**config.mk**
```make
export PLATFORM = sky130hd
export DESIGN_NAME = pjw_string_hash_bucket_top
export DESIGN_NICKNAME = d
export VERILOG_FILES = /design/src/pjw_hash_pkg.sv /design/src/pjw_hash_ctrl.sv /design/src/pjw_hash_dp.sv /design/src/pjw_string_hash_bucket_top.sv
export SDC_FILE = /design/constraint.sdc
export NUM_CORES = 1
export LEC_CHECK = 0
export BUFFER_PORTS_ARGS = -buffer_cell sky130_fd_sc_hd__buf_4
export CORE_MARGIN = 5
export CORE_UTILIZATION = 50
export DETAILED_ROUTE_END_ITERATION = 10
export HOLD_SLACK_MARGIN = 0.06
export PLACE_DENSITY = 0.8
export SLEW_MARGIN = 20
export SYNTH_ARGS = -nofsm -noshare
export SYNTH_HDL_FRONTEND = slang
export SYNTH_SLANG_ARGS = --single-unit
```
**constraint.sdc**
```tcl
create_clock -name clock -period 3.12 [get_ports clock]
set_input_delay 0 -clock clock [delete_from_list [all_inputs] [get_ports clock]]
set_output_delay 0 -clock clock [all_outputs]
set_load 0.005 [all_outputs]
```
**src/pjw_hash_pkg.sv**
```systemverilog
`timescale 1ns / 1ps
// Shared types and constants for the PJW string hash bucket block.
// No dependencies; imported by the controller, the datapath and the top level.
package pjw_hash_pkg;

   localparam int BYTE_W        = 8;
   localparam int HASH_W        = 32;
   localparam int SIZE_W        = 31;
   localparam int HASH_STEP_SH  = 4;
   localparam int HASH_FOLD_SH  = 24;
   localparam int DIV_STEPS     = HASH_W;
   localparam int CNT_W         = $clog2(DIV_STEPS);

   localparam logic [HASH_W-1:0] HASH_TOP_MASK    = 32'hF000_0000;
   localparam logic [SIZE_W-1:0] TABLE_SIZE_RESET = 31'd256;
   localparam logic [CNT_W-1:0]  CNT_LAST         = CNT_W'(DIV_STEPS - 1);

   // controller states
   typedef enum logic [1:0] {
      ST_IDLE,
      ST_DIVIDE,
      ST_HOLD
   } state_type;

   // controller to datapath
   typedef struct packed {
      logic hash_update;   // fold a nonzero byte into the running hash
      logic start_div;     // snapshot hash as dividend, clear hash
      logic div_step;      // one restoring-division step
      logic load_out;      // capture the bucket into the output register
   } cmd_type;

   // datapath to controller
   typedef struct packed {
      logic byte_zero;     // the offered byte is the terminator
      logic last_step;     // the current division step is the final one
   } status_type;

   // One PJW hash step.
   function automatic logic [HASH_W-1:0] pjw_update(input logic [HASH_W-1:0] h,
                                                    input logic [BYTE_W-1:0] b);
      logic [HASH_W-1:0] t;
      logic [HASH_W-1:0] top;
      t   = (h << HASH_STEP_SH) + HASH_W'(b);
      top = t & HASH_TOP_MASK;
      return (t ^ (top >> HASH_FOLD_SH)) & ~HASH_TOP_MASK;
   endfunction

endpackage

```
**src/pjw_hash_ctrl.sv**
```systemverilog
`timescale 1ns / 1ps
// Controller for the PJW hash bucket block: sequences the bucket reduction.
// Depends on pjw_hash_pkg.
module pjw_hash_ctrl
   import pjw_hash_pkg::*;
(
   input  logic       clock,
   input  logic       reset,
   input  logic       req_valid,
   output logic       req_ready,
   output logic       rsp_valid,
   input  logic       rsp_ready,
   input  status_type status,
   output cmd_type    cmd
);

   state_type state_ff, state_in;
   logic      rsp_valid_ff, rsp_valid_in;
   logic      out_free;
   logic      req_xfer;

   // state register and result valid flag
   always_ff @(posedge clock) begin
      if (reset) begin
         state_ff     <= ST_IDLE;
         rsp_valid_ff <= 1'b0;
      end else begin
         state_ff     <= state_in;
         rsp_valid_ff <= rsp_valid_in;
      end
   end

   // nonzero bytes always flow; a terminator waits until the divider is free
   assign req_ready = (state_ff == ST_IDLE) || !status.byte_zero;
   assign req_xfer  = req_valid && req_ready;
   assign out_free  = !rsp_valid_ff || rsp_ready;
   assign rsp_valid = rsp_valid_ff;

   // next state and commands
   always_comb begin
      state_in         = state_ff;
      cmd              = '0;
      cmd.hash_update  = req_xfer && !status.byte_zero;
      rsp_valid_in     = rsp_valid_ff && !rsp_ready;
      unique case (state_ff)
         ST_IDLE: begin
            if (req_xfer && status.byte_zero) begin
               cmd.start_div = 1'b1;
               state_in      = ST_DIVIDE;
            end
         end
         ST_DIVIDE: begin
            cmd.div_step = 1'b1;
            if (status.last_step) state_in = ST_HOLD;
         end
         ST_HOLD: begin
            if (out_free) begin
               cmd.load_out = 1'b1;
               rsp_valid_in = 1'b1;
               state_in     = ST_IDLE;
            end
         end
         default: state_in = ST_IDLE;
      endcase
   end

   // no terminator is taken while a reduction is in flight
   a_no_term_busy: assert property (@(posedge clock) disable iff (reset)
      (state_ff != ST_IDLE && status.byte_zero) |-> !req_ready)
      else $error("terminator accepted while divider busy");

   // a loaded result is presented next cycle
   a_load_valid: assert property (@(posedge clock) disable iff (reset)
      cmd.load_out |=> rsp_valid_ff)
      else $error("result loaded but not presented");

   // a finished result waits while the output register is occupied
   a_hold_wait: assert property (@(posedge clock) disable iff (reset)
      (state_ff == ST_HOLD && rsp_valid_ff && !rsp_ready) |=> state_ff == ST_HOLD)
      else $error("result overwrote a pending transfer");

   // division always follows a start
   a_start_div: assert property (@(posedge clock) disable iff (reset)
      cmd.start_div |=> state_ff == ST_DIVIDE)
      else $error("start did not enter division");

endmodule

```
**src/pjw_hash_dp.sv**
```systemverilog
`timescale 1ns / 1ps
// Datapath for the PJW hash bucket block: running hash, table size register,
// bit-serial restoring remainder unit and output register. Depends on pjw_hash_pkg.
module pjw_hash_dp
   import pjw_hash_pkg::*;
(
   input  logic              clock,
   input  logic              reset,
   input  logic [BYTE_W-1:0] req_char_byte,
   input  logic              csr_write_en,
   input  logic [SIZE_W-1:0] csr_write_data,
   input  cmd_type           cmd,
   output status_type        status,
   output logic [SIZE_W-1:0] rsp_bucket
);

   logic [HASH_W-1:0] hash_ff, hash_in;
   logic [SIZE_W-1:0] size_ff;
   logic [HASH_W-1:0] dvd_ff, dvd_in;
   logic [SIZE_W-1:0] rem_ff, rem_in;
   logic [CNT_W-1:0]  cnt_ff, cnt_in;
   logic [SIZE_W-1:0] bucket_ff;
   logic [HASH_W-1:0] trial;
   logic [HASH_W-1:0] trial_sub;
   logic              trial_ge;

   // control state: hash, table size, step counter
   always_ff @(posedge clock) begin
      if (reset) begin
         hash_ff <= '0;
         size_ff <= TABLE_SIZE_RESET;
         cnt_ff  <= '0;
      end else begin
         hash_ff <= hash_in;
         cnt_ff  <= cnt_in;
         if (csr_write_en) size_ff <= csr_write_data;
      end
   end

   // divider payload and output register
   always_ff @(posedge clock) begin
      dvd_ff <= dvd_in;
      rem_ff <= rem_in;
      if (cmd.load_out) bucket_ff <= (size_ff == '0) ? '0 : rem_ff;
   end

   // running hash
   always_comb begin
      hash_in = hash_ff;
      if (cmd.start_div)        hash_in = '0;
      else if (cmd.hash_update) hash_in = pjw_update(hash_ff, req_char_byte);
   end

   // restoring remainder step: bring down one dividend bit
   assign trial     = {rem_ff, dvd_ff[HASH_W-1]};
   assign trial_ge  = trial >= {1'b0, size_ff};
   assign trial_sub = trial - {1'b0, size_ff};

   always_comb begin
      dvd_in = dvd_ff;
      rem_in = rem_ff;
      cnt_in = cnt_ff;
      if (cmd.start_div) begin
         dvd_in = hash_ff;
         rem_in = '0;
         cnt_in = '0;
      end else if (cmd.div_step) begin
         dvd_in = dvd_ff << 1;
         rem_in = trial_ge ? trial_sub[SIZE_W-1:0] : trial[SIZE_W-1:0];
         cnt_in = cnt_ff + CNT_W'(1);
      end
   end

   assign status.byte_zero = (req_char_byte == '0);
   assign status.last_step = (cnt_ff == CNT_LAST);
   assign rsp_bucket       = bucket_ff;

endmodule

```
**src/pjw_string_hash_bucket_top.sv**
```systemverilog
`timescale 1ns / 1ps
// PJW string hash bucket: one byte per transfer, one bucket per terminator.
// Nonzero bytes: one per cycle, also while a reduction is in flight.
// Terminator: the bit-serial remainder unit runs its 32 steps, then the bucket is loaded
// into the output register once that register is free; the next terminator waits for idle.
// Reset (synchronous, active high): hash cleared, table size 256, no result pending.
module pjw_string_hash_bucket_top
   import pjw_hash_pkg::*;
(
   input  logic              clock,
   input  logic              reset,
   input  logic              req_valid,
   output logic              req_ready,
   input  logic [BYTE_W-1:0] req_char_byte,
   output logic              rsp_valid,
   input  logic              rsp_ready,
   output logic [SIZE_W-1:0] rsp_bucket,
   input  logic              csr_write_en,
   input  logic [SIZE_W-1:0] csr_write_data
);

   cmd_type    cmd;
   status_type status;

   // sequencing
   pjw_hash_ctrl u_ctrl (
      .clock     (clock),
      .reset     (reset),
      .req_valid (req_valid),
      .req_ready (req_ready),
      .rsp_valid (rsp_valid),
      .rsp_ready (rsp_ready),
      .status    (status),
      .cmd       (cmd)
   );

   // hash, table size and remainder unit
   pjw_hash_dp u_dp (
      .clock          (clock),
      .reset          (reset),
      .req_char_byte  (req_char_byte),
      .csr_write_en   (csr_write_en),
      .csr_write_data (csr_write_data),
      .cmd            (cmd),
      .status         (status),
      .rsp_bucket     (rsp_bucket)
   );

endmodule
```
# Word level (Yosys, flattened, before mapping)

Index checks and enable logic that the tools add are counted.

Word-level logic and storage cells: 49
Input port bits: 44
Output and inout port bits: 33
Register bits: 161

Magnitude comparators: 1
Muxes and demuxes: 14
Add/subtract/negate cells: 3
Reductions and logical operators: 15
Bitwise logic cells: 1
Equal/unequal tests: 6

Operators by type and width:

| operator                                                                | count |
|---|---|
| 32-bit by 8-bit adder with 32-bit output                                | 1 |
| 32-bit by 31-bit greater-or-equal comparator with 1-bit output          | 1 |
| 32-bit two-way mux                                                      | 1 |
| 31-bit zero test                                                        | 1 |
| 31-bit two-way mux                                                      | 1 |
| 31-bit subtractor                                                       | 1 |
| 28-bit two-way mux                                                      | 1 |
| 28-bit by 8-bit XOR with 28-bit output                                  | 1 |
| 8-bit zero test                                                         | 1 |
| 1-bit two-way mux                                                       | 7 |
| 2-bit two-way mux                                                       | 3 |
| 2-bit case mux with 3 select lines                                      | 1 |
| 5-bit by 1-bit adder with 5-bit output, second input constant           | 1 |
| 5-bit == test, second input constant                                    | 1 |
| 1-bit logical AND                                                       | 4 |
| 2-bit inequality test, second input constant                            | 2 |
| 1-bit zero test                                                         | 3 |
| 3-bit AND reduction                                                     | 1 |
| 2-bit by 1-bit == test with 1-bit output, second input constant         | 1 |
| 2-bit == test, second input constant                                    | 1 |
| 2-bit zero test                                                         | 1 |
| 1-bit logical OR                                                        | 2 |
| 2-bit by 1-bit inequality test with 1-bit output, second input constant | 1 |
| 2-bit nonzero test                                                      | 1 |
| 2-bit OR reduction                                                      | 1 |

# Logic depth before layout (Yosys ltp)

Gate-level depths: netlist (run 1).

Depth after elaboration: 8
Depth in mapped cells: 13
Gate-level depth less buffers: 11

# By module

A second synthesis (run 1) with hierarchy kept.

Cells, all modules: 882
Area total of the unflattened synthesis: 8,622.0 sq um

By module, submodules not included:

| module        | cells an instance | times used | area an instance (sq um) | sequential area each (sq um) |
|---|---|---|---|---|
| pjw_hash_dp   | 864               | 1          | 8,461.9                  | 3,793.6 |
| pjw_hash_ctrl | 18                | 1          | 160.2                    | 60.1 |

# Worst setup path after synthesis (run 1)

OpenSTA, ideal clock, no wires.

Path type: register to register
From: register u_dp.size_ff[21]
To: register u_dp.rem_ff[30]
Path buffers: 3
Required time: 2.998 ns
Cell stages (with the launch flop): 14
Setup time: 0.122 ns
Slack: 0.474 ns
Data arrival time: 2.524 ns
Clock period less this slack: 2.646 ns
Cell sequence: dfxtp_1 -> inv_1 -> ha_1 -> buf_6 -> a21oi_4 -> o21ai_2 -> a2111o_1 -> a2111o_1 -> nand2_2 -> and2_4 -> buf_8 -> buf_12 -> nor3_2 -> a221o_1

Longest elaborated chain between the ends: 2
Elaborated cells between the ends (all ways): 3
Those cells by class: add/sub (1); order compare (1); mux (1)

Ends and longest elaborated chain:

| item                                                                                                       | RTL line                             | RTL |
|---|---|---|
| start, declared                                                                                            | pjw_hash_dp.sv:18                    | `logic [SIZE_W-1:0] size_ff;` |
| start signal, assigned                                                                                     | pjw_hash_dp.sv:36                    | `if (csr_write_en) size_ff <= csr_write_data;` |
| 31-bit subtractor / 32-bit by 31-bit greater-or-equal comparator with 1-bit output (equally long branches) | pjw_hash_dp.sv:57, pjw_hash_dp.sv:56 |  |
| 31-bit two-way mux *                                                                                       | pjw_hash_dp.sv:69                    | `rem_in = trial_ge ? trial_sub[SIZE_W-1:0] : trial[SIZE_W-1:0];` |
| end signal, assigned                                                                                       | pjw_hash_dp.sv:43                    | `rem_ff <= rem_in;` |
| end, declared                                                                                              | pjw_hash_dp.sv:20                    | `logic [SIZE_W-1:0] rem_ff, rem_in;` |

Mark *: on every way between the ends. The rest lies on a longest branch, timed or not.
A chain may end at the register's enable or synchronous reset.

# Worst setup path in the final report (run 1)

From: register u_dp.size_ff[21]
To: register u_dp.rem_ff[5]

Longest elaborated chain between the ends: 2

Ends and longest elaborated chain:

| item                                                           | RTL line          | RTL |
|---|---|---|
| 32-bit by 31-bit greater-or-equal comparator with 1-bit output | pjw_hash_dp.sv:56 | `assign trial_ge = trial >= {1'b0, size_ff};` |
| 31-bit two-way mux                                             | pjw_hash_dp.sv:69 |  |

No other way between the ends.

==> results.json, run 1 <==
{
  "grt_pass1_wl_um": 36100,
  "nFillCells": 1322,
  "layout.area.seq_mm2": 0.00385,
  "power_mw": 6.49,
  "skew_ns": 0.0149,
  "synth_xor_area_share_pct": 5.17,
  "holdPathStages": 2,
  "critical_path_class": "flip-flop to flip-flop",
  "nNetsFinal": 1119,
  "path_cells": "inv_1 -> ha_1 -> a21oi_4 -> o21ai_2 -> a2111o_1 -> a2111o_1 -> nand2_2 -> and2_4 -> buf_4 -> mux2i_1 -> o21ai_1",
  "ant_nets": 0,
  "worst_hold_slack_ns": 0.156,
  "r2r_start": "u_dp.size_ff[21]",
  "area_delta_synth_final_pct": 24.2,
  "cts_tree": "built",
  "portBuffers": 76,
  "antenna_found_initial": 0,
  "synthesis.area_mm2": 0.00865,
  "drive_above_1_share_pct": 16.0,
  "setup_ws_ns": 0.146,
  "reg2reg_depth": 11,
  "core_area_mm2": 0.0171,
  "multi_input_area_mm2": 0.00438,
  "hold_end": "u_dp.size_ff[8]",
  "hold_violations": 0,
  "holdCritPathClass": "input port to flip-flop",
  "start_util_pct": 50.5,
  "cap_viol_max_count": 0,
  "grt.total_usage_pct": 22.4,
  "cts_buffer_depth": 2,
  "synthFlopType": "dfxtp_1",
  "relSlewSlack_pct": 50.8,
  "routed_wl_um": 22000,
  "grt_pass1_vias": 7333,
  "cp_slowest_stage_delay_ns": 0.40,
  "synth_area_leaders": "dfxtp_1 23%, edfxtp_1 22%, mux2i_1 5.6%, ha_1 5.4%, nor2_1 3.6%",
  "tns_ns": 0,
  "cp_top_family": "compound AO/OA/AOI/OAI gates",
  "synthCells": 892,
  "slew_viol_final": 0,
  "yosysTopAreaCellShare_pct": 22.7,
  "dr.pass1.iters": 5,
  "numCtsBuffers": 17,
  "crit_top_cell": "a2111o_1",
  "setup_viol": 0,
  "die-width_um": 142,
  "clock-sinks": 161,
  "worstSetupEndpointType": "flip-flop",
  "synthSimpleGateAreaFrac_pct": 16.9,
  "ys_ff_latch": 161,
  "period_minus_slack_ns": 2.97,
  "async_flop_share_pct": 0,
  "cts.clk_slew.worst_paths_ns": 0.06,
  "post_cts_resized": 0,
  "status": "finished, final reports clean",
  "ir_drop_mv": 0.452,
  "dieArea_mm2": 0.0200,
  "place.gp.congestion": 0.972,
  "synth_nets": 975,
  "fmax_mhz": 336,
  "reg2reg_to": "u_dp.rem_ff[5]",
  "n_antenna_cell": 0,
  "min-delay-start": "csr_write_en",
  "cp-start-kind": "flip-flop",
  "die_h_um": 142,
  "via_count": 7305,
  "fin_util_pct": 62.7,
  "yosysSeqAreaShare_pct": 44.6,
  "reg2reg_slack_ns": 0.15,
  "synthDistinctLibCells": 69,
  "grt.overflow.total": 0,
  "yosys.area_share.adder_pct": 5.82,
  "synth_warnings": 0,
  "yosys.area.top_type": "dfxtp_1",
  "p_per_area_mw_per_mm2": 604,
  "pin_count": 77,
  "crit_required_ns": 3.43,
  "synth_compound_area_share_pct": 13.7,
  "leakage_nw": 4.34,
  "cts-root-buf": "clkbuf_16",
  "min_period_over_period_pct": 95.3,
  "grt_max_degree": 46,
  "cp_max_fo": 8,
  "synthMuxAreaShare_pct": 8.94,
  "cts.htree.levels": 4,
  "crit_arrival_ns": 3.28,
  "dp_hpwl_um": 14200,
  "synth_top_family_by_area": "simple AND/OR/NAND/NOR gates",
  "rsz0062_at_grt": "false",
  "worstMarginPinSlew_ns": 0.738,
  "synth-edff-count": 63,
  "slowest_stage": "ha_1",
  "clk_latency_ns": 0.44,
  "pre_cts_ws_ns": 0.186,
  "avgSynthCellArea_um2": 9.69,
  "drtIter0Drc": 626,
  "vias_per_cell": 5.73,
  "rows": 48,
  "path_buf_inv": 2,
  "drcViolationCount": 0,
  "avgRoutedWirePerCell_um": 17.3
}
[area by class of cell]
class	instances	share of cell area [%]
sequential	161	35.9
clock inverter	4	0.221
multi-input combinational	636	40.8
timing repair buffer	172	13.8
tap	225	2.62
clock buffer	28	5.01
inverter	48	1.68
[flip-flops by register name, indices dropped and copies added (netlist names)]
signal,cells
u_dp.rem_ff,31
u_dp.rsp_bucket,31
u_ctrl.state_ff,2
u_dp.cnt_ff,5
u_dp.size_ff,31
u_dp.hash_ff,28
u_ctrl.rsp_valid,1
u_dp.dvd_ff,32
[cell usage after synthesis, types with 6 or more instances]
library cell	count
dfxtp_1	98
nor2_1	84
edfxtp_1	63
nand2_1	52
inv_1	48
mux2i_1	48
a21oi_1	47
ha_1	37
nand3_1	37
nor2b_1	37
clkbuf_1	31
o21ai_0	28
mux2_2	26
xnor2_1	26
xor2_1	25
a211oi_1	19
o21ai_1	18
nand4_1	17
nor4_1	14
a21o_1	13
nand2b_1	7
o21a_1	7
a32oi_1	6
and2_1	6
or3_1	6
[kinds of logic (layout without fill, tap and decap cells)]
family,count (synthesis),after routing
compound gates,182,182
xor+xnor,51,51
simple gates,290,290
buf+inv,95,252
mux,74,74
fa+ha+maj,39,39
flops,161,161
[worst max-delay path by stage]
stage / startpoint / to / slack [ns] / cells past startpoint
3_3_place_gp: u_dp.size_ff[21] / u_dp.rem_ff[16] / 0.25 / 11
4_1_cts: u_dp.size_ff[21] / u_dp.rem_ff[11] / 0.17 / 11
3_5_place_dp: u_dp.size_ff[21] / u_dp.rem_ff[16] / 0.19 / 11
6_report: u_dp.size_ff[21] / u_dp.rem_ff[5] / 0.15 / 11
5_1_grt: u_dp.size_ff[19] / u_dp.rem_ff[5] / 0.04 / 11
2_1_floorplan: u_dp.size_ff[21] / u_dp.rem_ff[30] / 0.47 / 13
[power breakdown]
part	switching, mW	leakage (nW)	total (mW)	internal, mW
Combinational	1.05	2.69	1.96	0.912
Clock	0.817	0.276	1.99	1.17
Sequential	0.190	1.38	2.54	2.35
Total	2.06	4.34	6.49	4.43
[placed cells by master (no fill, tap or decap), types with 6 or more instances in the layout]
master         Yosys  final
o21ai_1           18     18
o21ai_0           28     28
nor2b_1           37     36
xor2_1            25     25
buf_4              2     99
dlygate4sd3_1      0     72
and2_1             6      6
xnor2_1           26     26
a211oi_1          19     19
a21oi_1           47     47
or3_1              6      6
nand3_1           37     37
nor4_1            14     14
mux2i_1           48     48
edfxtp_1          63     63
clkbuf_16          0     18
mux2_2            26     26
a32oi_1            6      6
ha_1              37     37
inv_1             48     48
nand2_1           52     52
dfxtp_1           98     98
nand4_1           17     17
o21a_1             7      7
nand2b_1           7      7
nor2_1            84     83
a21o_1            13     13
[stage by stage]
step	instances	cell area (um^2)
6_report	1274	10700
5_1_grt	1274	10700
4_1_cts	1270	10700
3_5_place_dp	1166	9430
3_3_place_gp	1166	9430
2_1_floorplan	892	8650
[routing by layer]
| metal | routed length, um | global-route usage [%] |
|---|---|---|
| met1 | 8830 | 26.0 |
| met4 | 751 | 10.4 |
| met2 | 11200 | 39.4 |
| met5 | 0 | 0 |
| met3 | 1220 | 4.79 |
[repair_timing]
action,4_1_cts,5_1_grt
hold buffers,72,0
buffers inserted,0,4
endpoints found under the hold margin,38,0
setup endpoints to repair,0,1
Note: power is estimated with default switching activity, not from simulation.
==> run 2: changes to the inputs <==
--- a/config.mk
+++ b/config.mk
@@ -6,7 +6,6 @@
 export NUM_CORES = 1
 export LEC_CHECK = 0
 export BUFFER_PORTS_ARGS = -buffer_cell sky130_fd_sc_hd__buf_4
-export CORE_MARGIN = 5
 export CORE_UTILIZATION = 50
 export DETAILED_ROUTE_END_ITERATION = 10
 export HOLD_SLACK_MARGIN = 0.06
==> run 2 against run 1 <==
Sequential share of layout area shrank 0.063 points; highest routed layer unchanged; non-clock buffer count is 2 lower; critical path type unchanged; combinational power hardly changed; setup slack got worse by 0.011 ns; clock skew is 0.0081 ns lower; worst hold slack worse by 0.050 ns; register-to-register slack hardly changed; largest cell class unchanged.
==> results.json, run 2 (synthesis gave the netlist of run 1 again) <==
{
  "final_cell_mix": "98 x dfxtp_1, 97 x buf_4, 83 x nor2_1",
  "die_h_um": 134,
  "fin_area_mm2": 0.0108,
  "dp_hpwl_um": 13900,
  "final_common_cell": "dfxtp_1",
  "path_cells": "inv_1 -> ha_1 -> a21o_1 -> a31oi_1 -> o221ai_1 -> or3_1 -> a211oi_1 -> o31ai_1 -> xnor2_1 -> o211ai_1",
  "dr.pass1.iters": 8,
  "ant_nets": 0,
  "routed_wl_um": 21500,
  "drive_above_1_share_pct": 16.0,
  "status": "finished, final reports clean",
  "skew_ns": 0.00673,
  "cp_max_fo": 9,
  "holdCritPathClass": "input port to flip-flop",
  "vias_per_cell": 5.75,
  "cp_top_family": "compound AO/OA/AOI/OAI gates",
  "critical_path_class": "flip-flop to flip-flop",
  "numCtsBuffers": 17,
  "worstMarginPinSlew_ns": 0.824,
  "crit_arrival_ns": 3.34,
  "period_minus_slack_ns": 2.99,
  "post_dp_cell_area_mm2": 0.00941,
  "multi_input_area_mm2": 0.00438,
  "via_count": 7291,
  "hold_violations": 0,
  "dieArea_mm2": 0.0178,
  "tns_ns": 0,
  "setup_viol": 0,
  "cp_slowest_stage_delay_ns": 0.48,
  "cts.clk_slew.worst_paths_ns": 0.06,
  "layout.area.seq_mm2": 0.00385,
  "fmax_mhz": 335,
  "worst_hold_slack_ns": 0.107,
  "largest_register_ff_count": 32,
  "grt_max_degree": 46,
  "area_delta_synth_final_pct": 24.4,
  "grt_pass1_wl_um": 34700,
  "antenna_found_initial": 0,
  "cp-start-kind": "flip-flop",
  "slowest_stage": "a211oi_1",
  "die-width_um": 134,
  "nFillCells": 1294,
  "relSlewSlack_pct": 45.1,
  "cts_buffer_depth": 2,
  "clock-sinks": 161,
  "cap_viol_max_count": 0,
  "post_cts_resized": 0,
  "clk_latency_ns": 0.43,
  "pin_count": 77,
  "grt.total_usage_pct": 24.7,
  "start_util_pct": 51.6,
  "cts_tree": "built",
  "rsz0062_at_grt": "false",
  "top_register": "u_dp.dvd_ff",
  "worstSetupEndpointType": "flip-flop",
  "nNetsFinal": 1117,
  "path_buf_inv": 1,
  "ir_drop_mv": 0.490,
  "core_area_mm2": 0.0168,
  "drtIter0Drc": 604,
  "crit_required_ns": 3.47,
  "place.gp.congestion": 0.928,
  "n_antenna_cell": 0,
  "grt.overflow.total": 0,
  "portBuffers": 76,
  "avgRoutedWirePerCell_um": 17.0,
  "drcViolationCount": 0,
  "slew_viol_final": 0,
  "grt_pass1_vias": 7145,
  "p_per_area_mw_per_mm2": 616,
  "leakage_nw": 4.35,
  "rows": 47,
  "min_period_over_period_pct": 95.7,
  "cts.htree.levels": 4,
  "cts-root-buf": "clkbuf_16"
}
## run 2: path summary, 6_finish.rpt
| kind | start | endpoint | slack, ns | cells after the start |
|---|---|---|---|---|
| worst max register to register | u_dp.size_ff[18] | u_dp.rem_ff[29] | 0.13 | 10 |
| worst min-delay path | csr_write_en | u_dp.size_ff[8] | 0.11 | 3 |
| worst min register to register | u_dp.cnt_ff[1] | u_dp.cnt_ff[1] | 0.48 | 2 |
| worst max-delay path | u_dp.size_ff[18] | u_dp.rem_ff[29] | 0.13 | 10 |
## run 2: through the flow
step | worst slack (ns) | util, % | power, mW | cells
floorplan | 0.474 | - | 3.95 | 892
global placement | 0.233 | 56.2 | 4.32 | 1160
detailed placement | 0.197 | 56.2 | 4.34 | 1160
CTS | 0.149 | 64.1 | 6.54 | 1264
global route | 0.0683 | 64.2 | 6.91 | 1267
finish | 0.134 | 64.2 | 6.62 | 1267
## run 2: tightest hold or removal path: stages
cell      delay [ns]
buf_4           0.27
nand2_1         0.12
o211ai_1        0.07
## run 2: layout make-up
class | count | area share, %
multi-input combinational | 636 | 40.7
sequential | 161 | 35.8
tap | 220 | 2.56
inverter | 48 | 1.67
clock inverter | 9 | 0.954
timing repair buffer | 170 | 13.7
clock buffer | 23 | 4.64
## run 2: per-layer routing
metal / GRT usage, % / routed length, um / share of wire [%] / vias to the layer above
li1: - / - / - / 3482
met1: 29.0 / 8770 / 41 / 3399
met2: 42.8 / 10600 / 49 / 320
met3: 4.53 / 1320 / 6.1 / 90
met4: 13.4 / 884 / 4.1 / 0
met5: 0 / 0 / 0 / -
## run 2: report_power, final
part | leakage [nW] | switching [mW] | internal (mW)
Sequential | 1.38 | 0.189 | 2.35
Combinational | 2.68 | 1.06 | 0.902
Clock | 0.292 | 0.838 | 1.28
## run 2: what timing repair did
item,in CTS,in global routing
hold buffers,72,0
buffers inserted,0,3
setup endpoints to repair,0,2
endpoints found under the hold margin,38,0
==> run 3: changes to the inputs <==
--- a/config.mk
+++ b/config.mk
@@ -6,10 +6,10 @@
 export NUM_CORES = 1
 export LEC_CHECK = 0
 export BUFFER_PORTS_ARGS = -buffer_cell sky130_fd_sc_hd__buf_4
-export CORE_UTILIZATION = 50
+export CORE_UTILIZATION = 45
 export DETAILED_ROUTE_END_ITERATION = 10
 export HOLD_SLACK_MARGIN = 0.06
-export PLACE_DENSITY = 0.8
+export PLACE_DENSITY = 0.74
 export SLEW_MARGIN = 20
 export SYNTH_ARGS = -nofsm -noshare
 export SYNTH_HDL_FRONTEND = slang
==> run 3 against run 2 <==
Register-to-register slack better by 0.02 ns; routed wire length is 3.9% lower; setup slack better by 0.019 ns; highest routed layer unchanged; via count shrank 2.5%; final cell count grew 0.79%; die area is 11% higher.
==> results.json, run 3 (synthesis gave the netlist of run 1 again) <==
{
  "skew_ns": 0.0111,
  "nNetsFinal": 1112,
  "die_h_um": 141,
  "area_delta_synth_final_pct": 24.9,
  "core_area_mm2": 0.0188,
  "reg2reg_to": "u_dp.rem_ff[30]",
  "grt_pass1_vias": 7075,
  "grt_max_degree": 58,
  "pwr-share-seq_pct": 38.2,
  "p_per_area_mw_per_mm2": 614,
  "ir_drop_mv": 0.419,
  "crit_arrival_ns": 3.27,
  "cap_viol_max_count": 0,
  "via_count": 7106,
  "dieArea_mm2": 0.0198,
  "critical_path_class": "flip-flop to flip-flop",
  "portBuffers": 76,
  "worstMarginPinSlew_ns": 0.700,
  "dr.pass1.iters": 5,
  "r2r_start": "u_dp.size_ff[23]",
  "cts-root-buf": "clkbuf_16",
  "rows": 50,
  "top_register": "u_dp.dvd_ff",
  "holdCritPathClass": "input port to flip-flop",
  "wl_met3_um": 902,
  "avgRoutedWirePerCell_um": 16.2,
  "wl_met1_um": 8810,
  "start_util_pct": 46.1,
  "switching_share_pct": 30.6,
  "drive_above_1_share_pct": 15.9,
  "antenna_found_initial": 1,
  "pin_count": 77,
  "hold_violations": 0,
  "reg2reg_depth": 11,
  "cp-start-kind": "flip-flop",
  "place.gp.congestion": 0.901,
  "cts_buffer_depth": 2,
  "p_clk_share_pct": 33.4,
  "power_mw": 6.63,
  "ant_nets": 0,
  "relSlewSlack_pct": 53.3,
  "p_sw_mw": 2.03,
  "drcViolationCount": 0,
  "final_common_cell": "dfxtp_1",
  "leakage_nw": 4.36,
  "dp_hpwl_um": 13700,
  "numCtsBuffers": 17,
  "period_minus_slack_ns": 2.97,
  "clock-sinks": 161,
  "nFillCells": 1576,
  "dr_wl_met2_um": 10400,
  "fmax_mhz": 337,
  "status": "finished, final reports clean",
  "grt.overflow.total": 0,
  "min_period_over_period_pct": 95.1,
  "dp_cells": 1171,
  "rsz0062_at_grt": "false",
  "min-delay-start": "csr_write_en",
  "drtIter0Drc": 511,
  "cp_max_fo": 8,
  "worstSetupEndpointType": "flip-flop",
  "final_cell_mix": "98 x dfxtp_1, 91 x buf_4, 83 x nor2_1",
  "reg2reg_slack_ns": 0.15,
  "clk_latency_ns": 0.42,
  "pwr-share-comb_pct": 28.5,
  "cts_tree": "built",
  "tns_ns": 0,
  "grt.total_usage_pct": 21.9,
  "post_dp_cell_area_mm2": 0.00942,
  "die-width_um": 141,
  "cts.htree.levels": 4,
  "maxUsedRoutingLayer": "met4",
  "grt_pass1_wl_um": 34300,
  "routed_wl_um": 20700,
  "holdPathStages": 2,
  "slew_viol_final": 0,
  "fin_area_mm2": 0.0108,
  "hold_end": "u_dp.size_ff[8]",
  "final_cell_count_no_fill": 1277,
  "crit_required_ns": 3.43,
  "largest_register_ff_count": 32,
  "setup_viol": 0,
  "cts.clk_slew.worst_paths_ns": 0.06,
  "vias_per_cell": 5.56,
  "intPower_mw": 4.60
}
## run 3: changes by cell type in the layout (fill, tap and decap cells not counted), sizes merged
cell | before | now
clkbuf | 23 | 24
inv | 48 | 50
clkinvlp | 2 | 0
diode | 0 | 1
buf | 98 | 93
bufinv | 2 | 1
## run 3: how the worst max path moves through the flow
stage	cells past startpoint	from	endpoint	slack, ns
global route	10	u_dp.size_ff[15]	u_dp.rem_ff[30]	0.04
finish	11	u_dp.size_ff[23]	u_dp.rem_ff[30]	0.15
detailed placement	11	u_dp.size_ff[21]	u_dp.rem_ff[19]	0.14
CTS	11	u_dp.size_ff[21]	u_dp.rem_ff[19]	0.14
global placement	11	u_dp.size_ff[21]	u_dp.rem_ff[22]	0.18
floorplan	13	u_dp.size_ff[21]	u_dp.rem_ff[30]	0.47
## run 3: routing by layer
metal / up-vias / track usage (%)
met3: 49 / 4.25
met2: 164 / 38.6
li1: 3484 / -
met1: 3409 / 25.6
met4: 0 / 10.4
met5: - / 0
## run 3: layout make-up
type,instances,area (um^2),share of cell area (%)
multi-input cells,636,4380,40.5
flip-flops and latches,161,3850,35.7
repair buffers,165,1440,13.4
clock buffers,24,568,5.26
well taps,234,293,2.71
inverters,48,180,1.67
clock inverters,8,81.3,0.753
diodes,1,2.50,0.0232
## run 3: worst max-delay path, stage by stage, from the launching register on
cell and delay (ns):
dfxtp_1 0.43, inv_1 0.07, ha_1 0.37, a21oi_1 0.23, o21ai_2 0.11, a2111o_1 0.39, a2111o_1 0.36, nand2_2 0.17
and2_4 0.20, buf_4 0.16, o31ai_1 0.08, a221o_1 0.29
## run 3: repair_timing
action                     in CTS  in global routing
setup endpoints to repair       0                 20
resized for setup               0                  1
hold endpoints to repair       38                  0
setup buffers                   0                  1
hold buffers                   72                  0
## run 3: power by group through the flow
stage | registers, mW | clock network (mW) | logic (mW)
2_1_floorplan | 2.50 | 0 | 1.45
3_3_place_gp | 2.56 | 0 | 1.74
3_5_place_dp | 2.57 | 0 | 1.76
4_1_cts | 2.52 | 2.24 | 1.85
5_1_grt | 2.55 | 2.34 | 2.09
6_report | 2.53 | 2.21 | 1.89
## run 3: through the flow
stage / hold WS [ns] / setup slack (ns) / util, %
finish: 0.132 / 0.153 / 57.6
global route: 0.127 / 0.0373 / 57.6
CTS: 0.121 / 0.141 / 57.5
detailed placement: 0.246 / 0.141 / 50.2
global placement: 0.234 / 0.181 / 50.2
floorplan: 0.130 / 0.474 / -
